===== src/lkvc_pkg.sv =====
// Package for the LRU key-value cache: sizes, command codes and constants.
// No dependencies; imported by lru_key_value_cache_core.
package lkvc_pkg;

    localparam int ENTRIES   = 16;
    localparam int IDX_W     = (ENTRIES > 1) ? $clog2(ENTRIES) : 1;
    localparam int CNT_W     = $clog2(ENTRIES + 1);
    localparam int KEY_W     = 32;
    localparam int VAL_W     = 32;
    localparam int CAP_W     = 5;
    localparam int CMP_W     = (CNT_W > CAP_W) ? CNT_W : CAP_W;

    localparam logic [CAP_W-1:0] CAP_RESET  = CAP_W'(16);
    localparam logic [VAL_W-1:0] READ_MISS  = {VAL_W{1'b1}};

    typedef enum logic [0:0]
    {
        CMD_LOOKUP = 1'b0,
        CMD_STORE  = 1'b1
    } cmd_t;

    typedef logic [IDX_W-1:0] idx_t;
    typedef logic [IDX_W-1:0] rank_t;
    typedef logic [CNT_W-1:0] cnt_t;

endpackage


===== src/lru_key_value_cache_core.sv =====
// Top level of the LRU key-value cache: input register, parallel lookup and
// recency update, result register. Depends on lkvc_pkg.
//
// A fully associative cache of lkvc_pkg::ENTRIES key/value pairs with
// least-recently-used replacement. Each transaction is a lookup or a store;
// one result transaction is returned for each. The core accepts one
// transaction per clock unless m_tready back-pressure stalls the result
// register; each passes the input register, then the result register. The
// key compare and rank update run in parallel over the entry registers.
// capacity_in_use (cfg_wr_data) must be written only while the core is idle;
// the core does not enforce this. 0 behaves as 1 and values above ENTRIES behave as ENTRIES.
module lru_key_value_cache_core
(
    input  logic                        clk,
    input  logic                        rst_n,
    input  logic                        cfg_wr_en,
    input  logic [lkvc_pkg::CAP_W-1:0]  cfg_wr_data,   // capacity_in_use
    input  logic                        s_tvalid,
    output logic                        s_tready,
    input  logic [63:0]                 s_tdata,       // [31:0] lookup_key, [63:32] store_value
    input  logic [0:0]                  s_tuser,       // [0] command
    output logic                        m_tvalid,
    input  logic                        m_tready,
    output logic [31:0]                 m_tdata,       // [31:0] read_value
    output logic [1:0]                  m_tuser        // [0] hit, [1] evicted
);
    import lkvc_pkg::*;

    logic [CAP_W-1:0] cap_reg;

    logic             in_valid_reg;
    cmd_t             in_cmd_reg;
    logic [KEY_W-1:0] in_key_reg;
    logic [VAL_W-1:0] in_val_reg;

    logic             out_valid_reg;
    logic             out_hit_reg;
    logic             out_ev_reg;
    logic [VAL_W-1:0] out_rd_reg;
    logic             out_hit_next;
    logic             out_ev_next;
    logic [VAL_W-1:0] out_rd_next;

    logic [KEY_W-1:0] key_reg   [ENTRIES];
    logic [VAL_W-1:0] value_reg [ENTRIES];
    logic [ENTRIES-1:0] valid_reg;
    logic [ENTRIES-1:0] valid_next;
    rank_t            rank_reg  [ENTRIES];
    rank_t            rank_next [ENTRIES];
    cnt_t             fill_reg;
    cnt_t             fill_next;

    logic             advance;
    logic             proc;
    logic [ENTRIES-1:0] hit_vec;
    logic             present;
    idx_t             found_idx;
    idx_t             free_idx;
    idx_t             lru_idx;
    idx_t             slot;
    rank_t            touch_rank;
    rank_t            lru_rank;
    logic [CMP_W-1:0] cap_eff;
    logic             room;
    logic             do_store;
    logic             do_fill;
    logic             do_evict;
    logic             do_update;

    assign advance  = !out_valid_reg || m_tready;
    assign s_tready = !in_valid_reg || advance;
    assign proc     = in_valid_reg && advance;

    assign m_tvalid = out_valid_reg;
    assign m_tdata  = out_rd_reg;
    assign m_tuser  = {out_ev_reg, out_hit_reg};

    always_comb
    begin
        if (cap_reg == '0)
        begin
            cap_eff = CMP_W'(1);
        end
        else if (CMP_W'(cap_reg) > CMP_W'(ENTRIES))
        begin
            cap_eff = CMP_W'(ENTRIES);
        end
        else
        begin
            cap_eff = CMP_W'(cap_reg);
        end
    end

    assign room     = CMP_W'(fill_reg) < cap_eff;
    assign lru_rank = rank_t'(fill_reg - cnt_t'(1));

    always_comb
    begin
        found_idx = '0;
        free_idx  = '0;
        lru_idx   = '0;
        for (int i = ENTRIES - 1; i >= 0; i--)
        begin
            hit_vec[i] = valid_reg[i] && (key_reg[i] == in_key_reg);
            if (hit_vec[i])
            begin
                found_idx = idx_t'(i);
            end
            if (!valid_reg[i])
            begin
                free_idx = idx_t'(i);
            end
            if (valid_reg[i] && (rank_reg[i] == lru_rank))
            begin
                lru_idx = idx_t'(i);
            end
        end
    end

    assign present   = |hit_vec;
    assign do_store  = (in_cmd_reg == CMD_STORE);
    assign do_fill   = !present && do_store && room;
    assign do_evict  = !present && do_store && !room;
    assign do_update = present || do_store;

    always_comb
    begin
        if (present)
        begin
            slot = found_idx;
        end
        else if (do_fill)
        begin
            slot = free_idx;
        end
        else
        begin
            slot = lru_idx;
        end
    end

    assign touch_rank = rank_reg[slot];

    // Fill ages every valid entry; a touch ages only the more recent ones.
    always_comb
    begin
        valid_next = valid_reg;
        fill_next  = fill_reg;
        for (int i = 0; i < ENTRIES; i++)
        begin
            rank_next[i] = rank_reg[i];
            if (proc && do_update)
            begin
                if (idx_t'(i) == slot)
                begin
                    rank_next[i] = '0;
                end
                else if (valid_reg[i] && (do_fill || (rank_reg[i] < touch_rank)))
                begin
                    rank_next[i] = rank_reg[i] + rank_t'(1);
                end
            end
        end
        if (proc && do_fill)
        begin
            valid_next[slot] = 1'b1;
            fill_next        = fill_reg + cnt_t'(1);
        end
    end

    always_comb
    begin
        out_hit_next = present;
        out_ev_next  = do_evict;
        if (present && !do_store)
        begin
            out_rd_next = value_reg[found_idx];
        end
        else
        begin
            out_rd_next = READ_MISS;
        end
    end

    always_ff @(posedge clk or negedge rst_n)
    begin
        if (!rst_n)
        begin
            cap_reg       <= CAP_RESET;
            in_valid_reg  <= 1'b0;
            out_valid_reg <= 1'b0;
            valid_reg     <= '0;
            fill_reg      <= '0;
            for (int i = 0; i < ENTRIES; i++)
            begin
                rank_reg[i] <= '0;
            end
        end
        else
        begin
            if (cfg_wr_en)
            begin
                cap_reg <= cfg_wr_data;
            end
            if (s_tready)
            begin
                in_valid_reg <= s_tvalid;
            end
            if (advance)
            begin
                out_valid_reg <= in_valid_reg;
            end
            valid_reg <= valid_next;
            fill_reg  <= fill_next;
            for (int i = 0; i < ENTRIES; i++)
            begin
                rank_reg[i] <= rank_next[i];
            end
        end
    end

    always_ff @(posedge clk)
    begin
        if (s_tready && s_tvalid)
        begin
            in_cmd_reg <= cmd_t'(s_tuser[0]);
            in_key_reg <= s_tdata[KEY_W-1:0];
            in_val_reg <= s_tdata[KEY_W+VAL_W-1:KEY_W];
        end
        if (proc)
        begin
            out_hit_reg <= out_hit_next;
            out_ev_reg  <= out_ev_next;
            out_rd_reg  <= out_rd_next;
        end
        if (proc && do_store)
        begin
            key_reg[slot]   <= in_key_reg;
            value_reg[slot] <= in_val_reg;
        end
    end

endmodule

===== config.mk =====
export PLATFORM = sky130hd
export DESIGN_NAME = lru_key_value_cache_core
export DESIGN_NICKNAME = d
export VERILOG_FILES = /design/src/lkvc_pkg.sv /design/src/lru_key_value_cache_core.sv
export SDC_FILE = /design/constraint.sdc
export NUM_CORES = 2
export LEC_CHECK = 0
export ABC_CLOCK_PERIOD_IN_PS = 12000
export BUFFER_PORTS_ARGS = -buffer_cell sky130_fd_sc_hd__buf_2
export CORE_MARGIN = 2
export CORE_UTILIZATION = 39
export DETAILED_ROUTE_END_ITERATION = 6
export GPL_TIMING_DRIVEN = 0
export REMOVE_ABC_BUFFERS = 1
export SLEW_MARGIN = 20
export SYNTH_ARGS = -nofsm -noshare
export SYNTH_HDL_FRONTEND = slang
export SYNTH_SLANG_ARGS = --single-unit

===== constraint.sdc =====
create_clock -name clk -period 12 [get_ports clk]
set_input_delay 1.8 -clock clk [delete_from_list [all_inputs] [get_ports clk]]
set_output_delay 1.8 -clock clk [all_outputs]
set_load 0.005 [all_outputs]

# == After elaboration in Yosys (flattened, before gate mapping) ==
# Memories as Yosys holds them, arrays and structs flattened. A register that Yosys moved wholly into a read port is not among the register bits.
# Index checks and enable logic that the tools add are counted.
# word_totals
register_bits,159
ramBits,1024
input_bits,75
output_inout_bits,36
word_cells,325
mem_count,2
# op_classes
n_addsub,18
magnitude_cmp,21
n_eq_ne,47
mux,91
n_bitwise,2
reduce_logical,118
# mem_list
memory,depth,word_bits,rd,rd_clocked_by_memory_dff,wr,line,text
key_reg,16,32,16,0,1,lru_key_value_cache_core.sv:44,logic [KEY_W-1:0] key_reg [ENTRIES];
value_reg,16,32,1,1,1,lru_key_value_cache_core.sv:45,logic [VAL_W-1:0] value_reg [ENTRIES];
# ops
operator,n
$eq A32 B32 Y1,16
$mux W4,84
$add A4 B1 Y4 const B,16
$eq A4 B4 Y1,16
$lt A4 B4 Y1,16
$logic_and A1 B1 Y1,58
$eq A4 B4 Y1 const A,8
$reduce_and A2 Y1,16
$reduce_bool A2 Y1,16
$logic_or A1 B1 Y1,19
$bmux W4 S4,1
$eq A3 B4 Y1 const A,4
$or A16 B16 Y16,1
$reduce_or A16 Y1,1
$mux W5,2
$eq A2 B4 Y1 const A,2
$logic_not A1 Y1,6
$add A5 B1 Y5 const B,1
$ge A5 B5 Y1 const B,1
$gt A5 B5 Y1 const B,1
$logic_not A5 Y1,1
$lt A4 B5 Y1 const B,1
$lt A5 B5 Y1,1
$not A4 Y5,1
other kinds (6),8

# == Longest topological paths before layout ==
# depth
word_depth,30
mapped_depth,29

# == Worst setup path before layout ==
# No wires, ideal clock.
# synth_timing
kind,register -> register
start,reg fill_reg[0]
end,"mem key_reg[5][0], enable pin"
setup_time_ns,0.565
arrival_ns,7.790
required_time_ns,11.435
path_slack_ns,3.645
stages_incl_launch_ff,19
path_buffers,5
cell_sequence,dfrtp_1 -> buf_2 -> buf_4 -> inv_1 -> ha_1 -> buf_2 -> buf_2 -> xnor2_1 -> nor4_1 -> nand2_1 -> a32oi_1 -> a21oi_1 -> nor3_2 -> nor4_2 -> or2_1 -> buf_6 -> nor2_1 -> inv_1 -> nor3_1
# synth_via
elab_chain_cells,21
elab_cells_between_ends,53
# synth_rtl
element,line,text
start: declaration,lru_key_value_cache_core.sv:50,cnt_t fill_reg;
start signal: assignment,lru_key_value_cache_core.sv:214,fill_reg <= fill_next;
$sub A4 B1 Y4 (*),lru_key_value_cache_core.sv:95,assign lru_rank = rank_t'(fill_reg - cnt_t'(1));
via lru_rank[0],lru_key_value_cache_core.sv:62,rank_t lru_rank;
$eq A4 B4 Y1,lru_key_value_cache_core.sv:113,if (valid_reg[i] && (rank_reg[i] == lru_rank))
$logic_and A1 B1 Y1,lru_key_value_cache_core.sv:113,
$mux W4 (15 in series),lru_key_value_cache_core.sv:113,
$mux W4 (*),lru_key_value_cache_core.sv:113,
$mux W4 (*),lru_key_value_cache_core.sv:132,else if (do_fill)
$mux W4 (*),lru_key_value_cache_core.sv:128,if (present)
end: declaration,lru_key_value_cache_core.sv:44,
# Mark *: on every way through the listed nets, which the timed path passes. The rest lies on a longest branch.

# == Final worst setup path ==
# layout_timing
start,reg in_key_reg[15]
end,reg rank_reg[7] (netlist bit)
# layout_via
elab_chain_cells,28
elab_cells_between_ends,67
# layout_rtl
element,line,text
start: declaration,lru_key_value_cache_core.sv:33,logic [KEY_W-1:0] in_key_reg;
start signal: assignment,lru_key_value_cache_core.sv:227,in_key_reg <= s_tdata[KEY_W-1:0];
$eq A32 B32 Y1,lru_key_value_cache_core.sv:104,hit_vec[i] = valid_reg[i] && (key_reg[i] == in_key_reg);
$logic_and A1 B1 Y1,lru_key_value_cache_core.sv:104,
$mux W4 (16 in series),lru_key_value_cache_core.sv:105,if (hit_vec[i])
$mux W4,lru_key_value_cache_core.sv:128,
$not A4 Y5 (implied by the code),lru_key_value_cache_core.sv:142,assign touch_rank = rank_reg[slot];
$bmux W4 S4,lru_key_value_cache_core.sv:142,
$mux W4 (implied by the code) (2 in series),lru_key_value_cache_core.sv:142,
$lt A4 B4 Y1,lru_key_value_cache_core.sv:158,else if (valid_reg[i] && (do_fill || (rank_reg[i] < touch_rank)))
$logic_or A1 B1 Y1,lru_key_value_cache_core.sv:158,
$logic_and A1 B1 Y1,lru_key_value_cache_core.sv:158,
$reduce_bool A2 Y1 (no source line),-,
$reduce_and A2 Y1 (no source line),-,
end signal: indexed assignment,lru_key_value_cache_core.sv:217,rank_reg[i] <= rank_next[i];
end: declaration,lru_key_value_cache_core.sv:48,rank_t rank_reg [ENTRIES];
# Parallel ways exist; a longest one is shown, timed or not. The select of a mux whose other input is x is not followed.
# A chain may end at the register's enable or synchronous reset.

==> flow_results.org <==
** Power and ir drop
- Clock share of power :: 30.6%
- In this run the power spent charging and discharging nets is 4.05 mW.
- Largest voltage drop on the vdd net :: 0.278 mV
- Pwr/cell area :: 193 nW/um^2
- Internal Power :: between 8 and 9 mW
- Per report_power, the combinational group accounts for 27.5% of the total.
- Sw Ratio :: between 30% and 40%
- Portion of total power attributed to sequential cells :: 41.9%
- The analysis attributes to cell leakage a power of 21.5 nW.

** Clock tree
- TritonCTS created 121 clock buffers.
- Root buffer cell :: sky130_fd_sc_hd__clkbuf_16
- Hold repair after CTS inserted 0 buffers.
- The number of gates resized after CTS was 0.
- The H-tree generated during clock tree synthesis spans 3 levels.
- Postcts setup bufs :: 0
- Clock-pin slew was measured on the worst setup and hold paths at 70 ps.
- The clock passes through at most 3 buffers.
- The clock net in this run drives a total of 1215 sinks.
- Clock Latency Late Sink :: 750 ps
- Clock tree from TritonCTS :: yes

** Critical path
- Data required, critical path :: between 10000 and 15000 ps
- Crit-path slowest cell :: sky130_fd_sc_hd__nor2_2
- The largest single stage delay on the critical path is 800 ps.
- In this run the critical register-to-register path is launched from in_key_reg[15].
- Worst endpoint data arrival time :: roughly 8700 ps
- Along the worst path, the maximum fanout reaches 16.
- Walking the worst path, the cells encountered are buf_8 -> buf_8 -> buf_8 -> xor2_1 -> or3b_2 -> nor3_1 -> nand4bb_1 -> or4_1 -> nor2_1 -> nor2_2 -> mux2_2 -> nand2_1 -> o21ai_0 -> a21oi_1 -> mux2_2 -> ha_1 -> o21ai_0 -> a21oi_1 -> o21ai_0 -> a41oi_1 -> a211o_1.
- Crit start category :: flop
- The worst setup path is captured at a flop.
- By startpoint and endpoint, the worst setup path is classified as flop to flop.
- Critical path origin :: in_key_reg[15]

** Placed design
- HPWL after detailed placement :: 98.5 mm
- Port buffer count :: 110
- Final GP Congestion :: 0.866
- Placed Instances :: about 5900

** STA
- Highest clock rate :: 124 MHz
- After routing, the total negative slack on setup checks comes to 0 ps.
- Unrepaired setup endpoints after global routing :: false
- The count of final hold-check violations is 0.
- Setup violations remaining at the end of the flow were counted as 0.
- Hold Worst Slack :: around 480 ps
- Worst-case clock skew :: 38.4 ps
- Shortest clock period the worst path allows after layout :: 8040 ps
- At the pin with the least slew margin, the transition time is between 1000 and 1500 ps.
- The worst path uses between 60% and 70% of the clock period.
- Headroom to the max-slew limit came out at 27.3%.
- The number of pins with negative max-slew slack in the final report came to 0.

** Final layout
- Sequential cell area :: about 36000 sq um
- The finished layout holds 6097 standard cells, fillers aside.
- The layout has roughly 12000 filler cells.
- Layout-stage area growth over the synthesis result :: 17.4%
- Multi-input gate area :: 18300 sq um
- Count of inserted antenna diode cells :: 0
- Number of nets in the layout :: 4251
- Layout cell share with drive strength beyond 1 :: 15.4%

** Detailed routing
- After detailed routing, the number of vias per cell comes to about 5.5.
- The final route contains 33300 vias.
- Signal routing reaches up to met4.
- The first routing iteration left 2938 violations.
- Wire length on met1 :: 62.6 mm
- Wire segments on met3 add up to 7.05 mm in the final route.
- Dividing the detail-routed wire length by the instance count gives 23.4 um.
- Summed over all nets, wire length on met2 after detailed routing comes to 68.6 mm.
- Remaining antenna violation count :: 0
- After detailed routing, the number of remaining DRC violations is 0.
- TritonRoute pass-1 iters :: 7
- Final routed wirelength across all metal layers :: 143 mm

** Synthesis
- For this run, the leading register cell type out of synthesis is sky130_fd_sc_hd__edfxtp_1.
- Yosys reg bits :: roughly 1200
- Share of the yosys chip area belonging to registers :: 64.9%
- In this run the mean area of a mapped cell was 14.3 sq um.
- Yosys mapped a number of flops with a built-in enable equal to around 1100.
- Warning count from the yosys run :: 0
- Async set or reset register ratio after synthesis :: 7.57%
- Number of distinct standard cells referenced by the synthesized netlist :: 98
- Total standard cell area after synthesis :: 55500 sq um
- Synthesis produced a little under 4000 cells.

** GRT
- Initial antenna violation count :: 2
- Entering global routing, the biggest net connects 60 pins.
- First-pass GRT wire length :: 213 mm
- Global routing used 19.4% of the available tracks.
- After global routing the overflow that remains totals 0.
- Number of global-route vias before repair :: between 30000 and 40000

** Floorplan
- For this design the top-level I/O count stands at 111.
- The initialized floorplan defines 138 standard-cell rows.
- The die covers 145000 sq um.
- Horizontal extent of the die :: 381 um
- Measured along the y axis, the die boundary spans roughly 380 um.
- Once the floorplan was initialized, standard cells occupied between 30% and 40% of the core.
- The total area inside the core boundary comes to 141000 sq um.

** Worst hold path
- The worst hold path belongs to the class flop to flop.
- In this run the most critical hold path is launched from fill_reg[4].

** Run
- Max-cap violations in this run came to 0.

** Status
- Status :: finished, final reports clean
[cells by family (layout without fill, tap and decap cells)]
kind of cell | after synthesis | count (layout) | synth area share, %
flip-flops | 1215 | 1215 | 64.9
multiplexers | 281 | 281 | 5.27
AND/OR/NAND/NOR | 993 | 993 | 9.84
XOR/XNOR | 570 | 570 | 9.63
buffers and inverters | 236 | 559 | 2.52
AO/OA/AOI/OAI | 519 | 519 | 6.24
adder cells (fa/ha/maj) | 70 | 70 | 1.58
[critical path, delay by kind of cell, from the launching register on]
family	cells	cell delay, ps
XOR/XNOR	1	120
adder cells (fa/ha/maj)	1	330
multiplexers	2	960
buffers and inverters	3	590
AND/OR/NAND/NOR	7	3530
flip-flops	1	750
AO/OA/AOI/OAI	7	1610
[power groups by stage]
stage               Sequential (mW)  Clock (mW)  Combinational [mW]
global placement               5.51           0                3.01
CTS                            5.27        3.93                3.41
floorplan                      5.30           0                2.26
global route                   5.30        4.09                3.80
detailed placement             5.36           0                3.39
finish                         5.27        3.85                3.46
[metal layers]
layer  global-route usage (%)  vias to the layer above
met1                     26.5                    16900
met2                     32.1                      952
met4                     6.68                        0
li1                         -                    15300
met5                        0                        -
met3                     2.25                      223
[Yosys cell counts (all sizes together) (41+ instances only)]
library cell,n,area share (%)
a211oi,66,0.89
a21oi,112,1.0
and2,69,0.78
buf,119,1.7
clkbuf,76,0.51
dfrtp,91,4.1
edfxtp,1123,61
ha,70,1.6
inv,41,0.28
mux2,88,1.8
mux2i,193,3.5
nand2,257,1.7
nand2b,51,0.57
nand3,97,0.87
nand4,70,0.80
nor2,96,0.65
nor3,43,0.44
nor4,177,2.0
o211ai,63,0.85
o21ai,142,1.3
xnor2,143,2.3
xor2,404,6.4
[final cells by class]
type,instances,share of cell area (%)
Sequential cell,1215,55.3
Multi-Input combinational cell,2433,28.1
Timing Repair Buffer,294,6.57
Clock buffer,139,4.78
Tap cell,1890,3.63
Clock inverter,85,1.41
Inverter,41,0.236
[layout by cell type (no fill, tap or decap), types with 21 or more instances in the layout]
master                      Yosys  routed
sky130_fd_sc_hd__buf_12         0      34
sky130_fd_sc_hd__xnor3_1       21      21
sky130_fd_sc_hd__edfxtp_1    1123    1123
sky130_fd_sc_hd__a211oi_1      66      66
sky130_fd_sc_hd__buf_8          8      62
sky130_fd_sc_hd__nor2_1        96      78
sky130_fd_sc_hd__o211ai_1      63      63
sky130_fd_sc_hd__nand4_1       69      69
sky130_fd_sc_hd__ha_1          70      70
sky130_fd_sc_hd__xor2_1       402     402
sky130_fd_sc_hd__xnor2_1      142     142
sky130_fd_sc_hd__nor3_1        40      38
sky130_fd_sc_hd__buf_2         10     109
sky130_fd_sc_hd__and2_1        68      66
sky130_fd_sc_hd__clkbuf_16      0     122
sky130_fd_sc_hd__nand2_1      256     254
sky130_fd_sc_hd__clkinv_2       0      22
sky130_fd_sc_hd__buf_16         0      71
sky130_fd_sc_hd__or4_1         33      33
sky130_fd_sc_hd__clkinv_1       0      21
sky130_fd_sc_hd__o21ai_0      130     127
sky130_fd_sc_hd__nor4_1       174     174
sky130_fd_sc_hd__dfrtp_1       91      90
sky130_fd_sc_hd__a21oi_1      111     110
sky130_fd_sc_hd__mux2_2        88      88
sky130_fd_sc_hd__mux2i_1      193     193
sky130_fd_sc_hd__nand2b_1      51      51
sky130_fd_sc_hd__nand3_1       97      97
sky130_fd_sc_hd__inv_1         41      41
[final timing paths]
kind / endpoint / depth (start not counted) / slack (ps)
worst max register to register: rank_reg[7] / 21 / 3960
worst min-delay path: fill_reg[4] / 1 / 480
max in group asynchronous: cap_reg[4] / 2 / 10380
worst max-delay path: rank_reg[7] / 21 / 3960
worst min register to register: fill_reg[4] / 1 / 480
min in group asynchronous: rank_reg[28] / 1 / 960
[per-stage QoR]
step	worst slack [ps]	total power [mW]	area [sq um]	utilization, %
after floorplan	-3960	7.56	54200	-
after global placement	-14840	8.52	57200	40.4
after detailed placement	4040	8.76	61100	43.2
after CTS	4050	12.6	65200	46.1
after global routing	3740	13.2	65200	46.1
final	3960	12.6	65200	46.1
(Power assumes the default switching activity.)
